$ cat src/rtl/adcth_pkg.sv
`timescale 1ns / 1ps

package adcth_pkg;

   localparam int SAMPLE_W           = 10;
   localparam int TEMP_W             = 12;
   localparam int CORR_W             = 8;
   localparam int AVERAGING_BITS_DEF = 4;
   localparam int TABLE_ENTRIES_DEF  = 165;
   localparam int ROM_DEPTH          = 165;
   localparam int ROM_ADDR_W         = 8;
   localparam int ROM_IDX_W          = 9;
   localparam int TENTHS_PER_DEG     = 10;
   localparam int BASE_TENTHS        = -520;
   localparam int NUM_W              = SAMPLE_W + 4;
   localparam int Q_W                = 4;
   localparam int CNT_W              = 2;
   localparam int DIV_STEPS          = 4;

   localparam logic [SAMPLE_W-1:0] THERM_ROM [ROM_DEPTH] = '{
      10'd974, 10'd971, 10'd967, 10'd964, 10'd960, 10'd956, 10'd953, 10'd948, 10'd944, 10'd940,
      10'd935, 10'd930, 10'd925, 10'd920, 10'd914, 10'd909, 10'd903, 10'd897, 10'd891, 10'd884,
      10'd877, 10'd871, 10'd864, 10'd856, 10'd849, 10'd841, 10'd833, 10'd825, 10'd817, 10'd809,
      10'd800, 10'd791, 10'd782, 10'd773, 10'd764, 10'd754, 10'd745, 10'd735, 10'd725, 10'd715,
      10'd705, 10'd695, 10'd685, 10'd675, 10'd664, 10'd654, 10'd644, 10'd633, 10'd623, 10'd612,
      10'd601, 10'd591, 10'd580, 10'd570, 10'd559, 10'd549, 10'd538, 10'd528, 10'd518, 10'd507,
      10'd497, 10'd487, 10'd477, 10'd467, 10'd457, 10'd448, 10'd438, 10'd429, 10'd419, 10'd410,
      10'd401, 10'd392, 10'd383, 10'd375, 10'd366, 10'd358, 10'd349, 10'd341, 10'd333, 10'd326,
      10'd318, 10'd310, 10'd303, 10'd296, 10'd289, 10'd282, 10'd275, 10'd269, 10'd262, 10'd256,
      10'd250, 10'd244, 10'd238, 10'd232, 10'd226, 10'd221, 10'd215, 10'd210, 10'd205, 10'd200,
      10'd195, 10'd191, 10'd186, 10'd181, 10'd177, 10'd173, 10'd169, 10'd165, 10'd161, 10'd157,
      10'd153, 10'd149, 10'd146, 10'd142, 10'd139, 10'd136, 10'd132, 10'd129, 10'd126, 10'd123,
      10'd120, 10'd117, 10'd115, 10'd112, 10'd109, 10'd107, 10'd104, 10'd102, 10'd100, 10'd97,
      10'd95,  10'd93,  10'd91,  10'd89,  10'd87,  10'd85,  10'd83,  10'd81,  10'd79,  10'd78,
      10'd76,  10'd74,  10'd73,  10'd71,  10'd69,  10'd68,  10'd67,  10'd65,  10'd64,  10'd62,
      10'd61,  10'd60,  10'd58,  10'd57,  10'd56,  10'd55,  10'd54,  10'd53,  10'd52,  10'd51,
      10'd49,  10'd48,  10'd47,  10'd47,  10'd46
   };

   typedef enum logic [2:0] {
      ST_IDLE,
      ST_AVG,
      ST_SEARCH,
      ST_LOOKUP,
      ST_DIVIDE,
      ST_FINAL,
      ST_RESULT
   } state_type;

   typedef struct packed {
      logic load;
      logic avg;
      logic search_step;
      logic lookup;
      logic div_step;
      logic finish;
   } cmd_type;

   typedef struct packed {
      logic search_done;
      logic needs_div;
      logic div_last;
   } status_type;

   function automatic logic [SAMPLE_W-1:0] adcth_rom(input logic [ROM_IDX_W-1:0] idx);
      logic [SAMPLE_W-1:0] val;
      val = '0;
      if (idx < ROM_IDX_W'(ROM_DEPTH)) begin
         val = THERM_ROM[idx[ROM_ADDR_W-1:0]];
      end
      return val;
   endfunction

endpackage

$ cat src/rtl/adc_average_thermistor_convert.sv
`timescale 1ns / 1ps

// Averaging thermistor converter.
// Input: req_valid/req_ready carry one ADC sample (req_adc_sample) per transfer.
// Output: rsp_valid/rsp_ready carry one result per sample: the sample echoed,
// the averaged level, the temperature in tenths of a degree and the
// below_table flag set when the level falls under the last table entry.
// csr_wr_en/csr_wr_data write the signed temperature correction; write it
// only while no sample is in flight.
// Flow: the accepted sample is averaged, the table is searched, the interval
// is looked up, divided when the level needs interpolation, and finished
// with the correction before rsp_valid rises. The binary search probes one table
// entry per cycle (7 or 8 probes for a 165-entry table), the divider resolves
// one quotient bit per cycle for a 4-bit quotient. One sample is processed at a
// time: no new sample is taken until the result has been transferred.
// Reset clears the average accumulator and the correction; the block comes
// up idle with req_ready high.
// While rsp_ready is low the result holds and req_ready stays low.

module adc_average_thermistor_convert
   import adcth_pkg::*;
#(
   parameter int AVERAGING_BITS = AVERAGING_BITS_DEF,
   parameter int TABLE_ENTRIES  = TABLE_ENTRIES_DEF
)
(
   input  logic                      clock,
   input  logic                      reset,
   input  logic                      req_valid,
   output logic                      req_ready,
   input  logic [SAMPLE_W-1:0]       req_adc_sample,
   output logic                      rsp_valid,
   input  logic                      rsp_ready,
   output logic [SAMPLE_W-1:0]       rsp_raw_sample,
   output logic [SAMPLE_W-1:0]       rsp_averaged_level,
   output logic signed [TEMP_W-1:0]  rsp_temperature_tenths,
   output logic                      rsp_below_table,
   input  logic                      csr_wr_en,
   input  logic signed [CORR_W-1:0]  csr_wr_data
);

   cmd_type    cmd;
   status_type status;

   adcth_ctrl u_ctrl (
      .clock     (clock),
      .reset     (reset),
      .req_valid (req_valid),
      .req_ready (req_ready),
      .rsp_valid (rsp_valid),
      .rsp_ready (rsp_ready),
      .status    (status),
      .cmd       (cmd)
   );

   adcth_datapath #(
      .AVERAGING_BITS (AVERAGING_BITS),
      .TABLE_ENTRIES  (TABLE_ENTRIES)
   ) u_datapath (
      .clock                  (clock),
      .reset                  (reset),
      .cmd                    (cmd),
      .status                 (status),
      .req_adc_sample         (req_adc_sample),
      .csr_wr_en              (csr_wr_en),
      .csr_wr_data            (csr_wr_data),
      .rsp_raw_sample         (rsp_raw_sample),
      .rsp_averaged_level     (rsp_averaged_level),
      .rsp_temperature_tenths (rsp_temperature_tenths),
      .rsp_below_table        (rsp_below_table)
   );

endmodule

$ cat src/rtl/adcth_ctrl.sv
`timescale 1ns / 1ps

module adcth_ctrl
   import adcth_pkg::*;
(
   input  logic       clock,
   input  logic       reset,
   input  logic       req_valid,
   output logic       req_ready,
   output logic       rsp_valid,
   input  logic       rsp_ready,
   input  status_type status,
   output cmd_type    cmd
);

   state_type state_ff;
   state_type state_in;

   always_ff @(posedge clock) begin
      if (reset) begin
         state_ff <= ST_IDLE;
      end else begin
         state_ff <= state_in;
      end
   end

   always_comb begin
      state_in = state_ff;
      unique case (state_ff)
         ST_IDLE: begin
            if (req_valid) state_in = ST_AVG;
         end
         ST_AVG: begin
            state_in = ST_SEARCH;
         end
         ST_SEARCH: begin
            if (status.search_done) state_in = ST_LOOKUP;
         end
         ST_LOOKUP: begin
            state_in = status.needs_div ? ST_DIVIDE : ST_FINAL;
         end
         ST_DIVIDE: begin
            if (status.div_last) state_in = ST_FINAL;
         end
         ST_FINAL: begin
            state_in = ST_RESULT;
         end
         ST_RESULT: begin
            if (rsp_ready) state_in = ST_IDLE;
         end
         default: begin
            state_in = ST_IDLE;
         end
      endcase
   end

   always_comb begin
      req_ready       = 1'b0;
      rsp_valid       = 1'b0;
      cmd             = '0;
      unique case (state_ff)
         ST_IDLE: begin
            req_ready = 1'b1;
            cmd.load  = req_valid;
         end
         ST_AVG: begin
            cmd.avg = 1'b1;
         end
         ST_SEARCH: begin
            cmd.search_step = !status.search_done;
         end
         ST_LOOKUP: begin
            cmd.lookup = 1'b1;
         end
         ST_DIVIDE: begin
            cmd.div_step = 1'b1;
         end
         ST_FINAL: begin
            cmd.finish = 1'b1;
         end
         ST_RESULT: begin
            rsp_valid = 1'b1;
         end
         default: begin
            req_ready = 1'b0;
         end
      endcase
   end

   a_no_overlap: assert property (@(posedge clock) disable iff (reset)
      !(req_ready && rsp_valid))
      else $error("input taken while a result is pending");

   a_load_starts_avg: assert property (@(posedge clock) disable iff (reset)
      req_valid && req_ready |=> cmd.avg)
      else $error("accepted sample not averaged next cycle");

   a_div_then_finish: assert property (@(posedge clock) disable iff (reset)
      cmd.div_step && status.div_last |=> cmd.finish)
      else $error("divider end not followed by finish");

endmodule

$ cat src/rtl/adcth_datapath.sv
`timescale 1ns / 1ps

module adcth_datapath
   import adcth_pkg::*;
#(
   parameter int AVERAGING_BITS = AVERAGING_BITS_DEF,
   parameter int TABLE_ENTRIES  = TABLE_ENTRIES_DEF
)
(
   input  logic                      clock,
   input  logic                      reset,
   input  cmd_type                   cmd,
   output status_type                status,
   input  logic [SAMPLE_W-1:0]       req_adc_sample,
   input  logic                      csr_wr_en,
   input  logic signed [CORR_W-1:0]  csr_wr_data,
   output logic [SAMPLE_W-1:0]       rsp_raw_sample,
   output logic [SAMPLE_W-1:0]       rsp_averaged_level,
   output logic signed [TEMP_W-1:0]  rsp_temperature_tenths,
   output logic                      rsp_below_table
);

   localparam int ACC_W = SAMPLE_W + AVERAGING_BITS;
   localparam int IDX_W = $clog2(TABLE_ENTRIES + 1);

   logic [CORR_W-1:0]   corr_ff;
   logic [SAMPLE_W-1:0] sample_ff;
   logic [ACC_W-1:0]    acc_ff;
   logic [ACC_W-1:0]    acc_in;
   logic [SAMPLE_W-1:0] level_ff;
   logic [IDX_W-1:0]    lo_ff;
   logic [IDX_W-1:0]    hi_ff;
   logic [IDX_W-1:0]    mid;
   logic [SAMPLE_W-1:0] rom_mid;
   logic [SAMPLE_W-1:0] rom_lo;
   logic [SAMPLE_W-1:0] rom_hi;
   logic [SAMPLE_W-1:0] span;
   logic [NUM_W-1:0]    num;
   logic [TEMP_W-1:0]   t_lo;
   logic                below;
   logic                needs_div;
   logic [NUM_W-1:0]    rem_ff;
   logic [SAMPLE_W-1:0] div_ff;
   logic [Q_W-1:0]      q_ff;
   logic [CNT_W-1:0]    cnt_ff;
   logic [NUM_W-1:0]    trial;
   logic                take;
   logic                use_div_ff;
   logic [TEMP_W-1:0]   t_ff;
   logic [TEMP_W-1:0]   t_final;
   logic [TEMP_W-1:0]   temp_ff;
   logic                below_ff;

   always_comb begin
      if (acc_ff == '0) begin
         acc_in = {sample_ff, {AVERAGING_BITS{1'b0}}};
      end else begin
         acc_in = acc_ff + ACC_W'(sample_ff) - (acc_ff >> AVERAGING_BITS);
      end
   end

   assign mid     = IDX_W'((({1'b0, lo_ff} + {1'b0, hi_ff})) >> 1);
   assign rom_mid = adcth_rom(ROM_IDX_W'(mid));
   assign rom_lo  = adcth_rom(ROM_IDX_W'(lo_ff));
   assign rom_hi  = adcth_rom(ROM_IDX_W'(hi_ff));
   assign span    = rom_lo - rom_hi;
   assign num     = NUM_W'(level_ff - rom_hi) * NUM_W'(TENTHS_PER_DEG);
   assign t_lo    = TEMP_W'(lo_ff) * TEMP_W'(TENTHS_PER_DEG);

   always_comb begin
      below     = 1'b0;
      needs_div = 1'b0;
      if (level_ff >= rom_lo) begin
         below = 1'b0;
      end else if (hi_ff >= IDX_W'(TABLE_ENTRIES)) begin
         below = 1'b1;
      end else if (span == '0 || level_ff < rom_hi) begin
         needs_div = 1'b0;
      end else begin
         needs_div = 1'b1;
      end
   end

   assign trial = NUM_W'(div_ff) << cnt_ff;
   assign take  = rem_ff >= trial;

   assign t_final = use_div_ff
                  ? TEMP_W'(hi_ff) * TEMP_W'(TENTHS_PER_DEG) - TEMP_W'(q_ff)
                  : t_ff;

   assign status.search_done = IDX_W'(hi_ff - lo_ff) <= IDX_W'(1);
   assign status.needs_div   = needs_div;
   assign status.div_last    = cnt_ff == '0;

   always_ff @(posedge clock) begin
      if (reset) begin
         corr_ff <= '0;
      end else if (csr_wr_en) begin
         corr_ff <= csr_wr_data;
      end
   end

   always_ff @(posedge clock) begin
      if (reset) begin
         acc_ff <= '0;
      end else if (cmd.avg) begin
         acc_ff <= acc_in;
      end
   end

   always_ff @(posedge clock) begin
      if (cmd.load) begin
         sample_ff <= req_adc_sample;
      end
      if (cmd.avg) begin
         level_ff <= acc_in[ACC_W-1:AVERAGING_BITS];
         lo_ff    <= '0;
         hi_ff    <= IDX_W'(TABLE_ENTRIES);
      end
      if (cmd.search_step) begin
         if (level_ff > rom_mid) begin
            hi_ff <= mid;
         end else begin
            lo_ff <= mid;
         end
      end
      if (cmd.lookup) begin
         rem_ff     <= num;
         div_ff     <= span;
         q_ff       <= '0;
         cnt_ff     <= CNT_W'(DIV_STEPS - 1);
         use_div_ff <= needs_div;
         t_ff       <= t_lo;
         below_ff   <= below;
      end
      if (cmd.div_step) begin
         if (take) begin
            rem_ff <= rem_ff - trial;
         end
         q_ff   <= {q_ff[Q_W-2:0], take};
         cnt_ff <= cnt_ff - CNT_W'(1);
      end
      if (cmd.finish) begin
         temp_ff <= t_final
                  + {{(TEMP_W - CORR_W){corr_ff[CORR_W-1]}}, corr_ff}
                  + TEMP_W'(BASE_TENTHS);
      end
   end

   assign rsp_raw_sample         = sample_ff;
   assign rsp_averaged_level     = level_ff;
   assign rsp_temperature_tenths = $signed(temp_ff);
   assign rsp_below_table        = below_ff;

   a_search_open: assert property (@(posedge clock) disable iff (reset)
      cmd.search_step |=> hi_ff > lo_ff)
      else $error("search interval collapsed");

   a_quotient_range: assert property (@(posedge clock) disable iff (reset)
      cmd.finish && use_div_ff |-> q_ff <= Q_W'(TENTHS_PER_DEG - 1))
      else $error("interpolation step out of range");

endmodule
$ cat config.mk
export PLATFORM = sky130hd
export DESIGN_NAME = adc_average_thermistor_convert
export DESIGN_NICKNAME = d
export VERILOG_FILES = /design/src/rtl/adcth_pkg.sv /design/src/rtl/adc_average_thermistor_convert.sv /design/src/rtl/adcth_ctrl.sv /design/src/rtl/adcth_datapath.sv
export SDC_FILE = /design/constraint.sdc
export NUM_CORES = 1
export LEC_CHECK = 0
export BUFFER_PORTS_ARGS = -buffer_cell sky130_fd_sc_hd__buf_2
export CAP_MARGIN = 20
export CELL_PAD_IN_SITES_DETAIL_PLACEMENT = 2
export CELL_PAD_IN_SITES_GLOBAL_PLACEMENT = 2
export CORE_MARGIN = 5
export CORE_UTILIZATION = 42
export DETAILED_ROUTE_END_ITERATION = 8
export PLACE_DENSITY_LB_ADDON = 0.1
export SLEW_MARGIN = 20
export SYNTH_ARGS = -nofsm -noshare
export SYNTH_HDL_FRONTEND = slang
export SYNTH_HIERARCHICAL = 1
export SYNTH_SLANG_ARGS = --single-unit
$ cat constraint.sdc
create_clock -name clock -period 13.2 [get_ports clock]
set_input_delay 1.32 -clock clock [delete_from_list [all_inputs] [get_ports clock]]
set_output_delay 1.32 -clock clock [all_outputs]
set_load 0.01 [all_outputs]
==> results_dict.tcl, run 1 <==
set metrics [dict create \
    status "complete, no violations" \
    yosysWarnings 6 \
    hold_class "reg -> reg" \
    grt_busiest_layer "met2" \
    h-tree-depth 4 \
    worst_path_most_repeated_cell "ha_1" \
    clk_latency_ps 450 \
    num_rows 71 \
    critical_path_arrival_ps 7630 \
    synth.distinct_cells 97 \
    dieWidth_um 204 \
    max_slew_margin 0.309 \
    grt_max_degree 68 \
    stdcell_count 2540 \
    async_flop_share 0 \
    end_kind "flip-flop" \
    synth_top_area_frac 0.149 \
    rsz0062_at_grt "no" \
    drtIter0Drc 1166 \
    fin_crit_sh 0.552 \
    drive_above_1_share 0.0902 \
    met1_usage 0.392 \
    syn_area_per_cell_um2 7.67 \
    via_per_inst 6.38 \
    slowest_delay_ps 860 \
    crit_family "compound AO/OA/AOI/OAI gates" \
    grtUsageMet3 0.0504 \
    antenna_found_initial 1 \
    grt_pass1_vias 17600 \
    post_cts_buffers 0 \
    clock-root-buffer "clkbuf_16" \
    worst_path_max_delay_cell "a2111oi_0" \
    dp_hpwl_um 46700 \
    cp-start-kind "flip-flop" \
    dp.cells 2506 \
    grt_use_met2 0.529 \
    drv_slew 0 \
    gp_congestion 0.874 \
    drc 0 \
    post-route-util 0.451 \
    fin_setup_tns_ps 0 \
    synth_area_leaders "ha_1, edfxtp_1, dfxtp_1, o21ai_0, a21oi_1" \
    area_delta_synth_final_pct 7.06 \
    path_clk_slew_ps 70 \
    final_cell_mix "o21ai_0, ha_1, nor2_1, a21oi_1, nand2_1" \
    worst_pin_slew_ps 1020 \
    final_nets 2246 \
    drt-pass1-iter-count 5 \
    dieArea_um2 41500 \
    syn_area_um2 15800 \
    initial_utilization 0.422 \
    core_um2 37400 \
    totalWireLength_um 65200 \
    finalHoldViolations 0 \
    setup_viol 0 \
    postCtsHoldBufs 0 \
    ioPinCount 58 \
    synth_seq_area_share 0.186 \
    port_buffers 57 \
    syn-num-nets 2286 \
    path_cells "inv_1 > ha_1 > nand2b_1 > a21boi_0 > o21ai_0 > a21boi_0 > o211ai_1 > and3_1 > ha_1 > nor2b_1 > o21ai_0 > a21boi_0 > o21ai_0 > a2111oi_0 > nor3_1 > ha_1 > ha_1 > nor3_1 > o211ai_1 > a31o_2 > a21oi_1 > xor2_1 > nand3b_1 > o211a_1" \
    postSynthCellCount 2055 \
    finalWorstPathRequiredPeriod_ps 7280 \
    cp_num_buf_inv 1 \
    grt_pass1_wl_um 102000 \
    synth-main-ff-cell "edfxtp_1" \
    crit_type "reg -> reg" \
    cts_tree "built" \
    die_h_um 204 \
    wl_per_cell_um 25.7 \
    worst-path-max-fanout 20 \
    clock-sinks 116 \
    grt_usage 0.310 \
    ant_nets 0 \
    synth_edf_count 61 \
    clockBufferDepth 2 \
    maxCapViolCount 0 \
    grt-ovfl-total 0 \
    num_vias 16200 \
    final_common_cell "o21ai_0" \
    numCtsBuffers 17 \
    yosys.area.top_type "ha_1" \
    cts_resized 0 \
    worstPathRequired_ps 13540 \
    fillers 4299 \
    clock_skew_ps 11.1 \
    ys_ff_latch 116 \
    fmaxAchievable_ghz 0.137 \
]
-- path summary, 6_finish.rpt --
check | end | slack [ps] | depth (start not counted) | from
worst min-delay path | u_datapath/acc_ff[3] | 490 | 2 | u_datapath/acc_ff[3]
worst max register to register | u_datapath/rem_ff[13] | 5920 | 24 | u_datapath/hi_ff[1]
worst min register to register | u_datapath/acc_ff[3] | 490 | 2 | u_datapath/acc_ff[3]
worst max-delay path | u_datapath/rem_ff[13] | 5920 | 24 | u_datapath/hi_ff[1]
-- cells in the mapped netlist (all sizes together), types with 7 or more instances --
cell type  instances
o21ai            196
ha               188
nor2             186
a21oi            165
nand2            155
inv              139
clkbuf            94
nand3             62
edfxtp            61
nor3              59
dfxtp             55
buf               51
mux2i             47
xnor2             42
o211ai            41
a211oi            39
nor2b             39
xor2              34
nand2b            33
a31oi             24
a21o              20
fa                20
o311ai            20
o21a              17
o31ai             17
nand3b            15
a2111oi           12
a211o             12
a221oi            12
mux2              12
or2               12
or3               12
and2              11
o21bai            11
a21boi            10
a311oi            10
and3               9
o221ai             9
a311o              8
mux4               8
o211a              8
o22ai              8
nand4              7
-- final cells by class --
cell class	count	area, um2	area share
multi-input combinational	1652	11700	0.692
sequential	116	2940	0.174
tap	511	639	0.0379
inverter	142	536	0.0317
timing repair buffer	86	500	0.0296
clock buffer	20	468	0.0277
clock inverter	12	118	0.00697
antenna	1	2.50	0.000148
-- worst reg2reg max path: stages, from the launching register on --
cell and delay (ps):
dfxtp_1 590, inv_1 460, ha_1 320, nand2b_1 170
a21boi_0 100, o21ai_0 700, a21boi_0 380, o211ai_1 130
and3_1 270, ha_1 330, nor2b_1 140, o21ai_0 120
a21boi_0 270, o21ai_0 200, a2111oi_0 860, nor3_1 200
ha_1 350, ha_1 270, nor3_1 270, o211ai_1 170
a31o_2 260, a21oi_1 170, xor2_1 160, nand3b_1 110
o211a_1 170
-- stage by stage --
stage                     hold slack [ps]  worst slack (ps)  area [um2]
after floorplan                       452              7370       15800
after global placement                469              6530       16300
after detailed placement              490              6080       16300
after CTS                             495              6020       16900
after global routing                  534              5440       16900
final                                 494              5920       16900
-- kinds of logic after synthesis --
kind of cell | share of synthesized area
AO/OA/AOI/OAI | 0.284
XOR/XNOR | 0.0434
adder cells (fa/ha/maj) | 0.175
buffers and inverters | 0.0753
flip-flops | 0.186
multiplexers | 0.0498
AND/OR/NAND/NOR | 0.187
-- layer usage --
metal	vias up	part of all wire
li1	7432	-
met1	8239	0.43
met2	390	0.49
met3	135	0.039
met4	2	0.041
met5	-	0.00020
-- flip-flops by register name (all words and copies together), names as in the netlist --
name,cells
u_datapath/rsp_below_table,1
u_datapath/div_ff,10
u_datapath/rsp_temperature_tenths,12
u_datapath/corr_ff,8
u_datapath/rsp_averaged_level,10
u_datapath/cnt_ff,2
u_ctrl/state_ff,3
u_datapath/acc_ff,14
u_datapath/use_div_ff,1
u_datapath/q_ff,4
u_datapath/hi_ff,8
u_datapath/rsp_raw_sample,10
u_datapath/t_ff,11
u_datapath/lo_ff,8
u_datapath/rem_ff,14
Power of run 1 is not shown: default switching activity piles up to over one toggle a cycle in this logic, so the estimate is an artifact.
==> run 2: changes to the inputs <==
--- a/config.mk
+++ b/config.mk
@@ -5,12 +5,13 @@
 export SDC_FILE = /design/constraint.sdc
 export NUM_CORES = 1
 export LEC_CHECK = 0
+export ABC_AREA = 1
 export BUFFER_PORTS_ARGS = -buffer_cell sky130_fd_sc_hd__buf_2
 export CAP_MARGIN = 20
 export CELL_PAD_IN_SITES_DETAIL_PLACEMENT = 2
 export CELL_PAD_IN_SITES_GLOBAL_PLACEMENT = 2
 export CORE_MARGIN = 5
-export CORE_UTILIZATION = 42
+export CORE_UTILIZATION = 36
 export DETAILED_ROUTE_END_ITERATION = 8
 export PLACE_DENSITY_LB_ADDON = 0.1
 export SLEW_MARGIN = 20
==> constraint.sdc (replaced) <==
create_clock -name clock -period 7.4 [get_ports clock]
set_input_delay 0.74 -clock clock [delete_from_list [all_inputs] [get_ports clock]]
set_output_delay 0.74 -clock clock [all_outputs]
set_load 0.01 [all_outputs]
==> results_dict.tcl, run 2 <==
set metrics [dict create \
    clock-root-buffer "clkbuf_16" \
    post_cts_buffers 0 \
    hold_class "in -> reg" \
    fmaxAchievable_ghz 0.164 \
    cts_resized 0 \
    drt-pass1-iter-count 5 \
    totalWireLength_um 63500 \
    synth_common_cells "nand2_1, inv_1, nand3_1, nor2_1, o21ai_0" \
    setup_viol 0 \
    dieWidth_um 215 \
    crit_type "reg -> reg" \
    numCtsBuffers 17 \
    drive_above_1_share 0.0741 \
    grtUsageMet3 0.0394 \
    maxCapViolCount 0 \
    final_cell_mix "nand2_1, inv_1, nand3_1, nor2_1, o21ai_0" \
    synth_most_common_cell "nand2_1" \
    status "complete, no violations" \
    grt_pass1_vias 17900 \
    syn_area_um2 15200 \
    final_nets 2579 \
    finalWorstPathRequiredPeriod_ps 6100 \
    ys_ff_latch 116 \
    grt_max_degree 46 \
    core_um2 41900 \
    num_vias 16500 \
    path_clk_slew_ps 60 \
    clockBufferDepth 2 \
    end_kind "flip-flop" \
    antenna_cells 0 \
    grt_use_met2 0.464 \
    critical_path_arrival_ps 6520 \
    synth_area_leaders "ha_1, nand2_1, edfxtp_1, inv_1, dfxtp_1" \
    wl_per_cell_um 21.9 \
    antenna_found_initial 0 \
    initial_utilization 0.362 \
    ant_nets 0 \
    dp_hpwl_um 50000 \
    clock-sinks 116 \
    drc 0 \
    clock_skew_ps 11.3 \
    ioPinCount 58 \
    synth-main-ff-cell "edfxtp_1" \
    final_common_cell "nand2_1" \
    clk_latency_ps 480 \
    synth_edf_count 61 \
    die_h_um 215 \
    h-tree-depth 4 \
    gp_congestion 0.917 \
    finalHoldViolations 0 \
    synth_seq_area_share 0.193 \
    async_flop_share 0 \
    worst-path-max-fanout 15 \
    drtIter0Drc 848 \
    fin_crit_sh 0.824 \
    fin_setup_tns_ps 0 \
    grt_usage 0.272 \
    drv_slew 0 \
    worst_pin_slew_ps 894 \
    synth_top_area_frac 0.155 \
    syn_area_per_cell_um2 6.52 \
    worstPathRequired_ps 7820 \
    dieArea_um2 46300 \
    postCtsHoldBufs 0 \
    syn-num-nets 2558 \
    max_slew_margin 0.398 \
    cp-start-kind "flip-flop" \
    met1_usage 0.361 \
    yosysWarnings 6 \
    num_rows 75 \
    port_buffers 57 \
    via_per_inst 5.68 \
    grt_pass1_wl_um 101000 \
    yosys.area.top_type "ha_1" \
    grt-ovfl-total 0 \
    synth.distinct_cells 62 \
    cts_tree "built" \
    fillers 5236 \
    rsz0062_at_grt "no" \
    area_delta_synth_final_pct 8.63 \
    grt_busiest_layer "met2" \
    postSynthCellCount 2327 \
]
-- run 2: cell types whose count changed after synthesis, moves of 21 or more --
cell      delta
nor3_1      -33
xnor2_1     -21
clkbuf_1    -56
nand2b_1    -33
nand4_1     +24
a211oi_1    -31
inv_1      +160
nor2b_1     -39
nor2_1      +23
nand2_1    +362
mux2i_1     -43
nand3_1    +154
-- run 2: logic make-up (layout without fill, tap and decap cells) --
logic type,after synthesis,count (layout),synth area share
XOR/XNOR,60,60,0.0346
buffers and inverters,394,428,0.105
AO/OA/AOI/OAI,497,497,0.187
flip-flops,116,116,0.193
AND/OR/NAND/NOR,1048,1048,0.296
adder cells (fa/ha/maj),208,208,0.181
multiplexers,4,4,0.00264
-- run 2: final timing paths --
check                            start                           end  slack (ps)  cells after the start
hold / removal       req_adc_sample[7]  u_datapath/rsp_raw_sample[7]         440                      1
setup reg to reg   u_datapath/hi_ff[1]         u_datapath/rem_ff[13]        1300                     26
hold reg to reg   u_datapath/acc_ff[2]          u_datapath/acc_ff[2]         480                      2
setup / recovery   u_datapath/hi_ff[1]         u_datapath/rem_ff[13]        1300                     26
-- run 2: stage by stage --
step,std cells,setup slack (ps),hold slack (ps),utilization,cell area [um2]
2_1_floorplan,2327,2450,439,-,15200
3_3_place_gp,2868,1560,453,0.380,15900
3_5_place_dp,2868,1340,466,0.380,15900
4_1_cts,2900,1280,398,0.394,16500
5_1_grt,2900,571,405,0.394,16500
6_report,2900,1300,436,0.394,16500
-- run 2: cell type report --
| class | instances | area, um2 | area share |
|---|---|---|---|
| Clock buffer | 21 | 440 | 0.0267 |
| Tap cell | 539 | 674 | 0.0409 |
| Timing Repair Buffer | 79 | 450 | 0.0273 |
| Clock inverter | 11 | 136 | 0.00828 |
| Inverter | 317 | 1190 | 0.0724 |
| Sequential cell | 116 | 2930 | 0.178 |
| Multi-Input combinational cell | 1817 | 10700 | 0.646 |
-- run 2: worst max-delay path: stages, from the launching register on --
cell and delay [ps]:
dfxtp_1 680, inv_1 370, ha_1 330, o21ai_0 510, nor2_1 160, inv_1 90, o221ai_1 120, a21oi_1 330
nand3_1 250, ha_1 370, inv_1 80, nor3_1 170, nand2_1 70, o211ai_1 140, a21oi_1 110, o21ai_0 290
xnor2_1 160, inv_1 80, ha_1 300, ha_1 360, inv_1 80, nor3_1 290, nand3_1 150, a31o_2 270
nand3_1 70, o211ai_1 90, nand2_1 100
-- run 2: metal layers --
| metal | wire [um] | up-vias |
|---|---|---|
| li1 | - | 7868 |
| met1 | 29800 | 8267 |
| met2 | 30200 | 257 |
| met3 | 2050 | 70 |
| met4 | 1420 | 0 |
| met5 | 0 | - |
Power of run 2 is left out for the same reason.
